### src/rtl/core/reversing_contactor_interlock_top_assert.svh
// ----------------------------------------------------------------------------
// Reversing contactor interlock - assertion macros
// Clocked, reset-qualified property wrappers used by the top level's interlock checks.
// ----------------------------------------------------------------------------
`ifndef REVERSING_CONTACTOR_INTERLOCK_TOP_ASSERT_SVH
`define REVERSING_CONTACTOR_INTERLOCK_TOP_ASSERT_SVH

// condition must never hold at a clock edge out of reset
`define RCI_ASSERT_NEVER(name, cond) \
  name: assert property (@(posedge clk_i) disable iff (!rst_ni) !(cond)) \
    else $error("interlock assertion failed: forbidden condition");

// consequent must hold in the same cycle as the antecedent
`define RCI_ASSERT_SAME(name, ante, cons) \
  name: assert property (@(posedge clk_i) disable iff (!rst_ni) (ante) |-> (cons)) \
    else $error("interlock assertion failed: same-cycle implication");

// consequent must hold in the cycle after the antecedent
`define RCI_ASSERT_NEXT(name, ante, cons) \
  name: assert property (@(posedge clk_i) disable iff (!rst_ni) (ante) |=> (cons)) \
    else $error("interlock assertion failed: next-cycle implication");

`endif

### src/rtl/core/rci_pkg.sv
// ----------------------------------------------------------------------------
// Reversing contactor interlock - package
// Payload and state types, register map and reset values.
// ----------------------------------------------------------------------------
`default_nettype none

package rci_pkg;

  // register map, word index into the configuration space
  typedef enum logic [2:0] {
    RegInverterMode     = 3'd0,
    RegContactorOffTick = 3'd1,
    RegUpOffTick        = 3'd2,
    RegDownOffTick      = 3'd3,
    RegContactorOnTick  = 3'd4,
    RegWeldHoldTick     = 3'd5
  } rci_reg_e;

  localparam int unsigned ApbAddrWidth = 5;
  localparam int unsigned ApbDataWidth = 32;

  // register reset values
  localparam logic       InverterModeRst     = 1'b0;
  localparam logic [3:0] ContactorOffTickRst = 4'd4;
  localparam logic [3:0] UpOffTickRst        = 4'd3;
  localparam logic [3:0] DownOffTickRst      = 4'd3;
  localparam logic [3:0] ContactorOnTickRst  = 4'd0;
  localparam logic [7:0] WeldHoldTickRst     = 8'd60;

  // one control tick
  typedef struct packed {
    logic run_open;
    logic run_close;
    logic phase_one_seen;
    logic phase_two_seen;
    logic stop_main;
    logic stop_lid;
    logic stop_display;
  } rci_in_t;

  // one result
  typedef struct packed {
    logic contactor_drive;
    logic up_drive;
    logic down_drive;
    logic output_fault;
    logic weld_fault;
    logic stop_request;
    logic door_timer_reload;
  } rci_out_t;

  // configuration register file contents
  typedef struct packed {
    logic       inverter_mode;
    logic [3:0] contactor_off_ticks;
    logic [3:0] up_off_ticks;
    logic [3:0] down_off_ticks;
    logic [3:0] contactor_on_ticks;
    logic [7:0] weld_hold_ticks;
  } rci_cfg_t;

  // interlock state carried from tick to tick
  typedef struct packed {
    logic       contactor;
    logic       up;
    logic       down;
    logic [3:0] contactor_off_cnt;
    logic [3:0] up_off_cnt;
    logic [3:0] down_off_cnt;
    logic [3:0] contactor_on_cnt;
    logic [7:0] weld_hold_cnt;
    logic       output_fault;
    logic       weld_fault;
  } rci_state_t;

  // saturating decrements
  function automatic logic [3:0] dec_sat4(input logic [3:0] v);
    return (v != 4'd0) ? v - 4'd1 : 4'd0;
  endfunction

  function automatic logic [7:0] dec_sat8(input logic [7:0] v);
    return (v != 8'd0) ? v - 8'd1 : 8'd0;
  endfunction

endpackage

`default_nettype wire

### src/rtl/core/rci_in_if.sv
// ----------------------------------------------------------------------------
// Reversing contactor interlock - input channel
// Valid/ready channel carrying one control tick per transfer.
// ----------------------------------------------------------------------------
`default_nettype none

interface rci_in_if
  import rci_pkg::*;
  ();

  logic    valid;
  logic    ready;
  rci_in_t data;

  modport source (output valid, output data, input ready);
  modport sink   (input valid, input data, output ready);

endinterface

`default_nettype wire

### src/rtl/core/rci_out_if.sv
// ----------------------------------------------------------------------------
// Reversing contactor interlock - result channel
// Valid/ready channel carrying one drive and status word per transfer.
// ----------------------------------------------------------------------------
`default_nettype none

interface rci_out_if
  import rci_pkg::*;
  ();

  logic     valid;
  logic     ready;
  rci_out_t data;

  modport source (output valid, output data, input ready);
  modport sink   (input valid, input data, output ready);

endinterface

`default_nettype wire

### src/rtl/core/rci_apb_regs.sv
// ----------------------------------------------------------------------------
// Reversing contactor interlock - configuration registers
// APB write/read access to the timing and mode registers.
// ----------------------------------------------------------------------------
`default_nettype none

module rci_apb_regs
  import rci_pkg::*;
(
  input  wire logic                    clk_i,
  input  wire logic                    rst_ni,
  input  wire logic                    psel,
  input  wire logic                    penable,
  input  wire logic                    pwrite,
  input  wire logic [ApbAddrWidth-1:0] paddr,
  input  wire logic [ApbDataWidth-1:0] pwdata,
  output      logic [ApbDataWidth-1:0] prdata,
  output      logic                    pready,
  output      rci_cfg_t                cfg_o
);

  rci_cfg_t cfg_q;
  rci_cfg_t cfg_d;
  logic     wr_en;
  rci_reg_e reg_idx;

  assign pready  = 1'b1;
  assign wr_en   = psel && penable && pwrite && pready;
  assign reg_idx = rci_reg_e'(paddr[4:2]);

  // register write decode
  always_comb begin
    cfg_d = cfg_q;
    if (wr_en) begin
      unique case (reg_idx)
        RegInverterMode:     cfg_d.inverter_mode       = pwdata[0];
        RegContactorOffTick: cfg_d.contactor_off_ticks = pwdata[3:0];
        RegUpOffTick:        cfg_d.up_off_ticks        = pwdata[3:0];
        RegDownOffTick:      cfg_d.down_off_ticks      = pwdata[3:0];
        RegContactorOnTick:  cfg_d.contactor_on_ticks  = pwdata[3:0];
        RegWeldHoldTick:     cfg_d.weld_hold_ticks     = pwdata[7:0];
        default: ;
      endcase
    end
  end

  // register storage
  always_ff @(posedge clk_i or negedge rst_ni) begin
    if (!rst_ni) begin
      cfg_q.inverter_mode       <= InverterModeRst;
      cfg_q.contactor_off_ticks <= ContactorOffTickRst;
      cfg_q.up_off_ticks        <= UpOffTickRst;
      cfg_q.down_off_ticks      <= DownOffTickRst;
      cfg_q.contactor_on_ticks  <= ContactorOnTickRst;
      cfg_q.weld_hold_ticks     <= WeldHoldTickRst;
    end else begin
      cfg_q <= cfg_d;
    end
  end

  // read back
  always_comb begin
    prdata = '0;
    unique case (reg_idx)
      RegInverterMode:     prdata = ApbDataWidth'(cfg_q.inverter_mode);
      RegContactorOffTick: prdata = ApbDataWidth'(cfg_q.contactor_off_ticks);
      RegUpOffTick:        prdata = ApbDataWidth'(cfg_q.up_off_ticks);
      RegDownOffTick:      prdata = ApbDataWidth'(cfg_q.down_off_ticks);
      RegContactorOnTick:  prdata = ApbDataWidth'(cfg_q.contactor_on_ticks);
      RegWeldHoldTick:     prdata = ApbDataWidth'(cfg_q.weld_hold_ticks);
      default:             prdata = '0;
    endcase
  end

  assign cfg_o = cfg_q;

endmodule

`default_nettype wire

### src/rtl/core/rci_seq_step.sv
// ----------------------------------------------------------------------------
// Reversing contactor interlock - tick logic
// Next state and result for one control tick, purely combinational.
// ----------------------------------------------------------------------------
`default_nettype none

module rci_seq_step
  import rci_pkg::*;
(
  input  wire rci_state_t state_i,
  input  wire rci_cfg_t   cfg_i,
  input  wire rci_in_t    item_i,
  output      rci_state_t state_o,
  output      rci_out_t   result_o
);

  rci_state_t s;
  logic       want;
  logic       other;
  logic [3:0] other_cnt;
  logic       stop_req;
  logic       reload;
  logic       any_stop;

  assign any_stop = item_i.stop_main | item_i.stop_lid | item_i.stop_display;

  always_comb begin
    s         = state_i;
    want      = 1'b0;
    other     = 1'b0;
    other_cnt = '0;
    stop_req  = 1'b0;
    reload    = 1'b0;

    // counters run down every tick
    s.contactor_off_cnt = dec_sat4(state_i.contactor_off_cnt);
    s.up_off_cnt        = dec_sat4(state_i.up_off_cnt);
    s.down_off_cnt      = dec_sat4(state_i.down_off_cnt);
    s.contactor_on_cnt  = dec_sat4(state_i.contactor_on_cnt);
    s.weld_hold_cnt     = dec_sat8(state_i.weld_hold_cnt);

    if (!cfg_i.inverter_mode) begin
      // dead times held at full length while their relay is on
      if (state_i.contactor) s.contactor_off_cnt = cfg_i.contactor_off_ticks;
      if (state_i.up)        s.up_off_cnt        = cfg_i.up_off_ticks;
      if (state_i.down)      s.down_off_cnt      = cfg_i.down_off_ticks;

      // fold the two directions onto wanted / other relay
      want      = item_i.run_open ? s.up : s.down;
      other     = item_i.run_open ? s.down : s.up;
      other_cnt = item_i.run_open ? s.down_off_cnt : s.up_off_cnt;

      if (item_i.run_open ^ item_i.run_close) begin
        // sequence toward the requested direction
        if (s.contactor && want) begin
          s.contactor = 1'b1;
        end else if (s.contactor && other) begin
          s.contactor = 1'b0;
        end else if (s.contactor_off_cnt == 4'd0) begin
          if (other) begin
            other = 1'b0;
          end else if (other_cnt == 4'd0) begin
            if (want) begin
              if (s.contactor_on_cnt == 4'd0) s.contactor = 1'b1;
            end else begin
              want               = 1'b1;
              s.contactor_on_cnt = cfg_i.contactor_on_ticks;
            end
          end
        end
      end else begin
        // no request or conflicting requests: stop the motor; a conflict also sets output fault
        if (item_i.run_open) s.output_fault = 1'b1;
        if (!s.contactor && (s.contactor_off_cnt == 4'd0)) begin
          want  = 1'b0;
          other = 1'b0;
        end else begin
          s.contactor = 1'b0;
        end
      end

      s.up   = item_i.run_open ? want : other;
      s.down = item_i.run_open ? other : want;

      // weld check on the updated contactor
      if (!s.contactor) begin
        if ((s.weld_hold_cnt == 8'd0) && (item_i.phase_one_seen || item_i.phase_two_seen)) begin
          s.weld_fault = 1'b1;
          s.up         = 1'b0;
          s.down       = 1'b0;
          stop_req     = 1'b1;
        end
      end else begin
        s.weld_hold_cnt = cfg_i.weld_hold_ticks;
        reload          = 1'b1;
      end
      if (any_stop) s.weld_fault = 1'b0;
    end
  end

  assign state_o = s;

  assign result_o.contactor_drive   = s.contactor;
  assign result_o.up_drive          = s.up;
  assign result_o.down_drive        = s.down;
  assign result_o.output_fault      = s.output_fault;
  assign result_o.weld_fault        = s.weld_fault;
  assign result_o.stop_request      = stop_req;
  assign result_o.door_timer_reload = reload;

endmodule

`default_nettype wire

### src/rtl/core/reversing_contactor_interlock_top.sv
// A tick transfer is captured in the input register, processed by the tick logic
// and shown from the result register. Throughput: one tick per cycle while the
// result register is free or its result is taken, set by the single state update.
// Reset (asynchronous, active low): relays and flags clear, dead-time counters
// clear except the contactor-off counter, which loads its register reset
// value; configuration registers return to their reset values.
// ----------------------------------------------------------------------------
// Reversing contactor interlock - top level
// Input register, tick logic with interlock state, result register, APB regs.
// ----------------------------------------------------------------------------
`default_nettype none

`include "reversing_contactor_interlock_top_assert.svh"

module reversing_contactor_interlock_top
  import rci_pkg::*;
(
  input  wire logic                    clk_i,
  input  wire logic                    rst_ni,
  rci_in_if.sink                       in_i,
  rci_out_if.source                    out_o,
  input  wire logic                    psel,
  input  wire logic                    penable,
  input  wire logic                    pwrite,
  input  wire logic [ApbAddrWidth-1:0] paddr,
  input  wire logic [ApbDataWidth-1:0] pwdata,
  output      logic [ApbDataWidth-1:0] prdata,
  output      logic                    pready
);

  rci_cfg_t   cfg;
  rci_in_t    in_q;
  logic       in_valid_q;
  rci_out_t   out_q;
  rci_out_t   out_d;
  logic       out_valid_q;
  rci_state_t state_q;
  rci_state_t state_d;
  logic       advance;
  logic       in_xfer;

  // configuration registers
  rci_apb_regs u_regs (
    .clk_i   (clk_i),
    .rst_ni  (rst_ni),
    .psel    (psel),
    .penable (penable),
    .pwrite  (pwrite),
    .paddr   (paddr),
    .pwdata  (pwdata),
    .prdata  (prdata),
    .pready  (pready),
    .cfg_o   (cfg)
  );

  // handshake control
  assign advance    = in_valid_q && (!out_valid_q || out_o.ready);
  assign in_i.ready = !in_valid_q || advance;
  assign in_xfer    = in_i.valid && in_i.ready;

  // input register
  always_ff @(posedge clk_i or negedge rst_ni) begin
    if (!rst_ni) begin
      in_valid_q <= 1'b0;
    end else if (in_xfer) begin
      in_valid_q <= 1'b1;
    end else if (advance) begin
      in_valid_q <= 1'b0;
    end
  end

  always_ff @(posedge clk_i) begin
    if (in_xfer) begin
      in_q <= in_i.data;
    end
  end

  // tick logic
  rci_seq_step u_step (
    .state_i  (state_q),
    .cfg_i    (cfg),
    .item_i   (in_q),
    .state_o  (state_d),
    .result_o (out_d)
  );

  // interlock state
  always_ff @(posedge clk_i or negedge rst_ni) begin
    if (!rst_ni) begin
      state_q.contactor         <= 1'b0;
      state_q.up                <= 1'b0;
      state_q.down              <= 1'b0;
      state_q.contactor_off_cnt <= ContactorOffTickRst;
      state_q.up_off_cnt        <= 4'd0;
      state_q.down_off_cnt      <= 4'd0;
      state_q.contactor_on_cnt  <= 4'd0;
      state_q.weld_hold_cnt     <= 8'd0;
      state_q.output_fault      <= 1'b0;
      state_q.weld_fault        <= 1'b0;
    end else if (advance) begin
      state_q <= state_d;
    end
  end

  // result register
  always_ff @(posedge clk_i or negedge rst_ni) begin
    if (!rst_ni) begin
      out_valid_q <= 1'b0;
    end else if (advance) begin
      out_valid_q <= 1'b1;
    end else if (out_o.ready) begin
      out_valid_q <= 1'b0;
    end
  end

  always_ff @(posedge clk_i) begin
    if (advance) begin
      out_q <= out_d;
    end
  end

  assign out_o.valid = out_valid_q;
  assign out_o.data  = out_q;

  // interlock checks
  `RCI_ASSERT_NEVER(a_relays_exclusive, state_q.up && state_q.down)
  `RCI_ASSERT_SAME(a_contactor_needs_dir, state_q.contactor, state_q.up || state_q.down)
  `RCI_ASSERT_SAME(a_weld_stop_drops_all, out_valid_q && out_q.stop_request,
                   !out_q.contactor_drive && !out_q.up_drive && !out_q.down_drive)
  `RCI_ASSERT_NEXT(a_state_holds_when_idle, !advance, $stable(state_q))

endmodule

`default_nettype wire
### src/flat_wrapper.sv
// flat-port wrapper written by rule: the top's interface ports become plain ports
module reversing_contactor_interlock_top_flat import rci_pkg::*;
  (clk_i, rst_ni, psel, penable, pwrite, paddr, pwdata, prdata, pready, in_i_valid, in_i_data, in_i_ready, out_o_valid, out_o_data, out_o_ready);
  rci_in_if in_i_i ();
  rci_out_if out_o_i ();
  input  wire logic clk_i;
  input  wire logic rst_ni;
  input  wire logic psel;
  input  wire logic penable;
  input  wire logic pwrite;
  input  wire logic [ApbAddrWidth-1:0] paddr;
  input  wire logic [ApbDataWidth-1:0] pwdata;
  output      logic [ApbDataWidth-1:0] prdata;
  output      logic pready;
  input wire logic [$bits(in_i_i.valid)-1:0] in_i_valid;
  input wire logic [$bits(in_i_i.data)-1:0] in_i_data;
  output wire logic [$bits(in_i_i.ready)-1:0] in_i_ready;
  output wire logic [$bits(out_o_i.valid)-1:0] out_o_valid;
  output wire logic [$bits(out_o_i.data)-1:0] out_o_data;
  input wire logic [$bits(out_o_i.ready)-1:0] out_o_ready;
  assign in_i_i.valid = in_i_valid;
  assign in_i_i.data = in_i_data;
  assign in_i_ready = in_i_i.ready;
  assign out_o_valid = out_o_i.valid;
  assign out_o_data = out_o_i.data;
  assign out_o_i.ready = out_o_ready;
  reversing_contactor_interlock_top u_core (.clk_i(clk_i), .rst_ni(rst_ni), .in_i(in_i_i), .out_o(out_o_i), .psel(psel), .penable(penable), .pwrite(pwrite), .paddr(paddr), .pwdata(pwdata), .prdata(prdata), .pready(pready));
endmodule
### config.mk
export PLATFORM = sky130hd
export DESIGN_NAME = reversing_contactor_interlock_top_flat
export DESIGN_NICKNAME = d
export VERILOG_FILES = /design/src/rtl/core/rci_pkg.sv /design/src/rtl/core/rci_in_if.sv /design/src/rtl/core/rci_out_if.sv /design/src/rtl/core/rci_apb_regs.sv /design/src/rtl/core/rci_seq_step.sv /design/src/rtl/core/reversing_contactor_interlock_top.sv /design/src/flat_wrapper.sv
export VERILOG_INCLUDE_DIRS = /design/src /design/src/rtl/core
export SDC_FILE = /design/constraint.sdc
export NUM_CORES = 1
export LEC_CHECK = 0
export ABC_AREA = 1
export BUFFER_PORTS_ARGS = -buffer_cell sky130_fd_sc_hd__buf_2
export CAP_MARGIN = 20
export CORE_ASPECT_RATIO = 2
export CORE_UTILIZATION = 50
export CTS_BUF_LIST = sky130_fd_sc_hd__clkbuf_4
export CTS_CLUSTER_DIAMETER = 80
export DETAILED_ROUTE_END_ITERATION = 8
export PLACE_DENSITY = 0.75
export SYNTH_ARGS = -nofsm -noshare
export SYNTH_HDL_FRONTEND = slang
export SYNTH_SLANG_ARGS = --single-unit
### constraint.sdc
create_clock -name clk_i -period 2.25 [get_ports clk_i]
set_clock_uncertainty 0.05 [all_clocks]
set_input_delay 0.45 -clock clk_i [delete_from_list [all_inputs] [get_ports clk_i]]
set_output_delay 0.45 -clock clk_i [all_outputs]
set_load 0.01 [all_outputs]
==> results of run 1 <==
==> Yosys cell counts, drive strengths merged <==
cell       n  area, um^2
nand2    160       613.1
o21ai     59       299.0
inv       52       195.2
dfrtp     46        1151
nor2      39       168.9
nand3     35       197.7
buf       31       225.2
a21oi     22       121.4
edfxtp    14       420.4
dfstp     10       262.8
o22ai      9       56.30
clkbuf     8       30.03
a31oi      5       31.28
nor3       5       25.02
nand4      4       31.28
or2        4       25.03
a221oi     2       17.52
a22oi      2       15.01
conb       2       7.510
o2111ai    2       17.52
a21boi     1       7.510
a21o       1       7.510
clkinv     1       3.750
ha         1       12.51
nand3b     1       20.02
o21a       1       7.510
o21bai     1       7.510
o31ai      1       7.510
==> flip-flops by register name, indices dropped and copies added (netlist names) <==
register             count
u_core.out_o.valid       1
u_core.state_q          29
u_core.in_q              7
u_core.in_valid_q        1
u_core.u_regs.cfg_o     25
u_core.out_o.data        7
==> metal layers <==
layer	vias to the layer above	track usage, %	routed length [um]	part of all wire [%]
met5	-	0	0	0
li1	1780	-	-	-
met4	0	13.43	331	3.6
met1	1693	24.91	3377	36
met2	107	43.87	5136	55
met3	27	5.249	424	4.6
==> stage by stage <==
step	hold slack, ns	setup TNS, ns	cells
after CTS	0.1097	0	672
final	0.1364	0	679
after detailed placement	0.4164	-0.1233	655
after global placement	0.4003	0	655
after floorplan	0.1044	0	542
after global routing	0.1083	-0.1807	679
==> worst paths after layout <==
check | start | endpoint | slack [ns]
max in group asynchronous | rst_ni | u_core.u_regs.cfg_o[16] | 1.02
worst min register to register | u_core.u_regs.cfg_o[11] | u_core.u_regs.cfg_o[11] | 0.44
worst max register to register | u_core.state_q[3] | u_core.out_o.data[4] | 0.04
min in group asynchronous | rst_ni | u_core.out_o.valid | 0.48
worst max-delay path | u_core.state_q[3] | u_core.out_o.data[4] | 0.04
worst min-delay path | in_i_data[1] | u_core.in_q[1] | 0.14
==> where the power goes <==
group / switching [mW] / leakage [nW] / internal [mW]
sequential: 0.322 / 0.825 / 1.67
combinational: 1.40 / 1.37 / 0.915
clock: 0.427 / 0.0715 / 0.272
total: 2.15 / 2.27 / 2.86
==> what timing repair did <==
item	CTS	global route
hold endpoints to repair	18	0
setup buffers	0	7
pin swaps	0	8
endpoints found under the setup margin	6	9
gates resized for setup	3	17
gates cloned	0	0
hold buffers	1	0
==> layout by cell type (no fill, tap or decap), types with 4 or more instances in the layout <==
master,count
inv_2,5
a31oi_1,5
o21ai_1,11
buf_4,22
nand3_2,6
nand3_1,28
clkbuf_4,13
dfstp_2,10
a21oi_1,19
nand2_2,8
nor2_2,4
nor2_1,32
o21ai_0,46
dfrtp_1,46
inv_1,47
o22ai_1,9
nand2_1,152
conb_1,25
edfxtp_1,14
buf_2,41
==> cell type report <==
| class | instances | area [um^2] | share of cell area [%] |
|---|---|---|---|
| clock buffer | 13 | 97.59 | 2.150 |
| sequential | 70 | 1834 | 40.41 |
| inverter | 53 | 198.9 | 4.383 |
| clock inverter | 3 | 15.01 | 0.3308 |
| tap | 94 | 117.6 | 2.591 |
| timing repair buffer | 66 | 420.4 | 9.261 |
| multi-input combinational | 380 | 1856 | 40.88 |
==> logic make-up (layout without fill, tap and decap cells) <==
logic type | after synthesis | after routing
AND/OR/NAND/NOR | 248 | 248
other | 2 | 25
flip-flops | 70 | 70
adder cells (fa/ha/maj) | 1 | 1
buffers and inverters | 92 | 135
AO/OA/AOI/OAI | 106 | 106
==> results.toml, run 1 <==
[global_route]
grt_pass1_vias = 3485
antenna_found_initial = 0
grt_max_degree = 35
grt_use_total_pct = 24.19
grt_pass1_wl_um = 15170
overflow = 0

[synth]
yosysWarningCount = 0
synthSimpleGateAreaFrac_pct = 27.13
synth.distinct_cells = 42
synth_xor_area_share_pct = 0
ys_ff_latch = 70
muxShareOfSynthArea_pct = 0
syn_avg_cell_area_um2 = 7.678
synthCells = 519
synth_compound_area_share_pct = 14.95
yosysSeqAreaShare_pct = 46.03
syn-cell-area_mm2 = 0.003985
synth_top_family_by_area = "simple AND/OR/NAND/NOR gates"
synth-adder-area-share_pct = 0.3140

[drt]
routed-via-count = 3607
postRouteAntennaNets = 0
wl_per_cell_um = 13.65
drc_errors = 0
routed_wl_um = 9269
drtIter0Drc = 221
firstDrtPassIters = 5
viasPerCell = 5.312

[floorplan]
dieHeight_um = 128.3
row_count = 45
pin_count = 93
die_area_mm2 = 0.008353
core_mm2 = 0.007657
start_util_pct = 52.04
die_w_um = 65.13

[clocking]
clkSinkCount = 70
htree_levels = 3
clockBufferDepth = 2
clk_transition_reported_paths_ns = 0.10
numCtsBuffers = 9
clock_latency_ns = 0.44
cts-root-buf = "clkbuf_4"
cts_tree = "yes"

[placement]
gp_congestion = 0.9290
dpl_cell_area_mm2 = 0.004279
pre_cts_slack_ns = -0.04935
portBuffers = 41
dpl.hpwl_um = 6872

[critical_path]
slowest_stage = "dfrtp_1"
r2r_cells = 12
setup.worst_path.class = "reg2reg"
path_delay_family = "simple AND/OR/NAND/NOR gates"
crit_fanout = 7
arrival_ns = 2.35
critPathMostFrequentCell = "nand2_1"
cp-start-kind = "flop"
setup.worst_path.end_class = "flop"
worst-path-buf-inv = 2
critical_path_required_ns = 2.39
slowest_delay_ns = 0.41
path_cells = "inv_2 > ha_4 > nand2_2 > nor2_4 > nand4_4 > nand3_2 > nand4_1 > nor3_2 > buf_4 > nand2_1 > nand3_1 > nand2_1"
worstSetupPathDepth = 12

[power_and_ir_drop]
power.leakage_nw = 2.269
p_total_mw = 5.011
peakVddDrop_mv = 0.5333
powerDensity_mw_per_mm2 = 1104

[sta]
finalSetupViolCount = 0
drv_slew = 0
worst_pin_slew_ns = 0.5409
max_freq_mhz = 453.3
fin_ws_ns = 0.04410
finalCriticalPeriod_ns = 2.206
period_share_pct = 98.04
timing.slew.headroom_pct = 63.94
hold_violations = 0

[cells_and_area]
fin_util_pct = 59.28
nNetsFinal = 632
antenna_cells = 0
fin_area_mm2 = 0.004539
drive_gt1_share_pct = 22.39
final.fill_count = 724
area.growth.synth_to_final_pct = 13.91

[job]
cap_violations = 0

[worst_hold_path]
min_path_cells = 1
min_path_type = "in2reg"

[outcome]
status = "finished, final reports clean"
(Power assumes the default switching activity.)
==> inputs of run 2 (changes only) <==
Settings changed: ABC_AREA 1 to default.
==> results.toml, run 2 <==
[drt]
routed-via-count = 3459
viasPerCell = 5.843
wl_per_cell_um = 17.49
routed_wl_um = 10360
postRouteAntennaNets = 0
drc_errors = 0
drtIter0Drc = 143
firstDrtPassIters = 4

[cells_and_area]
area.growth.synth_to_final_pct = 25.53
drive_gt1_share_pct = 42.86
layoutNonFillerInstCount = 592
final_cell_mix = "buf_4 (59), buf_2 (41), dfrtp_1 (41), nand2_1 (30), mux2_2 (27)"
nNetsFinal = 544
largest_register_ffs = 29
fin_area_mm2 = 0.005039
final_common_cell = "buf_4"
multiInputGateArea_mm2 = 0.002133
final.fill_count = 633
top_register = "u_core.state_q"
layout.area.seq_mm2 = 0.001841

[synth]
synth_compound_area_share_pct = 19.54
synth_area_leaders = "dfrtp_1 (29%), edfxtp_1 (10%), mux2_2 (7.6%)"
synth_top_family_by_area = "compound AO/OA/AOI/OAI gates"
syn_avg_cell_area_um2 = 10.29
synth_xor_area_share_pct = 0.2182
syn-cell-area_mm2 = 0.004014
yosysTopAreaCell = "dfrtp_1"
synth_top_flop_cell = "dfrtp_1"
ys_ff_latch = 70
muxShareOfSynthArea_pct = 10.19
synth_top_cells_by_count = "dfrtp_1 (46), nand2_1 (30), nor2_1 (29), buf_4 (27), mux2_2 (27)"
synth.distinct_cells = 65
yosysTopAreaCellShare_pct = 28.68
synth.most_common_cell = "dfrtp_1"
yosysWarningCount = 0
synth-adder-area-share_pct = 0.3117
synth_edf_count = 14
async_reset_ff_share_pct = 80.00
synthCells = 390
synthSimpleGateAreaFrac_pct = 15.71
yosysSeqAreaShare_pct = 45.70

[floorplan]
pin_count = 93
row_count = 45
die_area_mm2 = 0.008412
die_w_um = 65.36
start_util_pct = 52.42
core_mm2 = 0.007657
dieHeight_um = 128.7

[power_and_ir_drop]
power.leakage_nw = 2.227
p_total_mw = 5.052
peakVddDrop_mv = 0.5197
powerDensity_mw_per_mm2 = 1003

[sta]
drv_slew = 0
fin_setup_tns_ns = -0.4778
period_share_pct = 104.6
finalSetupViolCount = 8
finalCriticalPeriod_ns = 2.354
max_freq_mhz = 424.9
fin_ws_ns = -0.1036
rsz0062_at_grt = "true"
hold_violations = 0

[placement]
dpl.hpwl_um = 7150
placed_cells = 563
pre_cts_slack_ns = -0.09245
portBuffers = 41
dpl_cell_area_mm2 = 0.004611
gp_congestion = 0.8908

[clocking]
clkSinkCount = 70
clockBufferDepth = 2
clock_latency_ns = 0.42
clk_transition_reported_paths_ns = 0.11
htree_levels = 3
cts-root-buf = "clkbuf_4"
cts_tree = "yes"
numCtsBuffers = 9

[global_route]
grt_pass1_wl_um = 16220
grt_max_degree = 57
overflow = 0
grt_use_total_pct = 25.74
grt_pass1_vias = 3482
antenna_found_initial = 1

[outcome]
violations = "setup timing"
status = "finished, violations left"

[worst_hold_path]
min_path_type = "in2reg"

[critical_path]
crit_fanout = 6
arrival_ns = 2.65
setup.worst_path.end_class = "flop"
setup.worst_path.class = "reg2reg"
critical_path_required_ns = 2.55
cp-start-kind = "flop"

[job]
cap_violations = 0
run 2: cell count changes after synthesis, moves of 7 or more:
cell / before / now
o21ai_0: 48 / 25
nor3_1: 5 / 12
nand2_1: 155 / 30
nand3_1: 32 / 4
mux2_2: 0 / 27
a21oi_1: 19 / 9
inv_1: 49 / 9
nand2b_1: 0 / 8
mux2i_1: 0 / 9
run 2: power breakdown:
part           total (mW)  switching, mW  internal (mW)
Clock               0.694          0.425          0.269
Sequential           1.93          0.316           1.61
Combinational        2.43           1.18           1.25
run 2: cell type report:
cell class / instances / share of cell area [%]
well taps: 94 / 2.334
inverters: 13 / 0.9685
diodes: 1 / 0.04966
flip-flops and latches: 70 / 36.53
multi-input cells: 288 / 42.34
repair buffers: 110 / 15.59
clock buffers: 13 / 1.937
clock inverters: 3 / 0.2483
run 2: logic make-up after synthesis:
| logic type | count (synthesis) |
|---|---|
| muxes | 37 |
| adders and majority gates | 1 |
| buffers and inverters | 55 |
| and+or+nand+nor | 119 |
| AOI/OAI and AO/OA | 105 |
| DFF | 70 |
| other | 2 |
| xor gates and xnor gates | 1 |
run 2: routing by layer:
metal / up-vias / part of all wire (%) / wire length, um / global-route usage, %
met5: - / 0 / 0 / 0
met4: 0 / 5.4 / 564 / 18.67
met3: 44 / 3.4 / 356 / 4.521
met2: 131 / 56 / 5791 / 45.72
met1: 1690 / 35 / 3642 / 26.09
li1: 1594 / - / - / -
run 2: worst paths after layout:
check	from	end	slack (ns)	cells after the start
min reg2reg	u_core.state_q[1]	u_core.state_q[1]	0.46	1
max	u_core.state_q[26]	u_core.state_q[11]	-0.10	8
max reg2reg	u_core.state_q[26]	u_core.state_q[11]	-0.10	8
min	in_i_data[6]	u_core.in_q[6]	0.14	1
min in group asynchronous	rst_ni	u_core.state_q[14]	0.48	3
max in group asynchronous	rst_ni	u_core.u_regs.cfg_o[4]	1.34	3
run 2: timing repair:
item,in CTS,in global routing
hold buffers,1,0
pin swaps,9,16
endpoints found under the hold margin,46,0
gates cloned,0,0
setup endpoints to repair,18,19
setup buffers,4,7
resized for setup,23,31
run 2: stage by stage:
step	hold slack, ns	utilization (%)
after CTS	0.1277	63.35
final	0.1427	65.80
after floorplan	0.1044	-
after global routing	0.1246	65.80
after global placement	0.4214	60.21
after detailed placement	0.4219	60.21
run 2: critical path: stages, from the launching register on:
cell       delay [ns]
dfrtp_1          0.47
inv_2            0.07
or3_4            0.35
a221oi_4         0.33
a22oi_4          0.12
nor4_4           0.33
buf_12           0.16
mux2_4           0.30
o2bb2ai_2        0.10
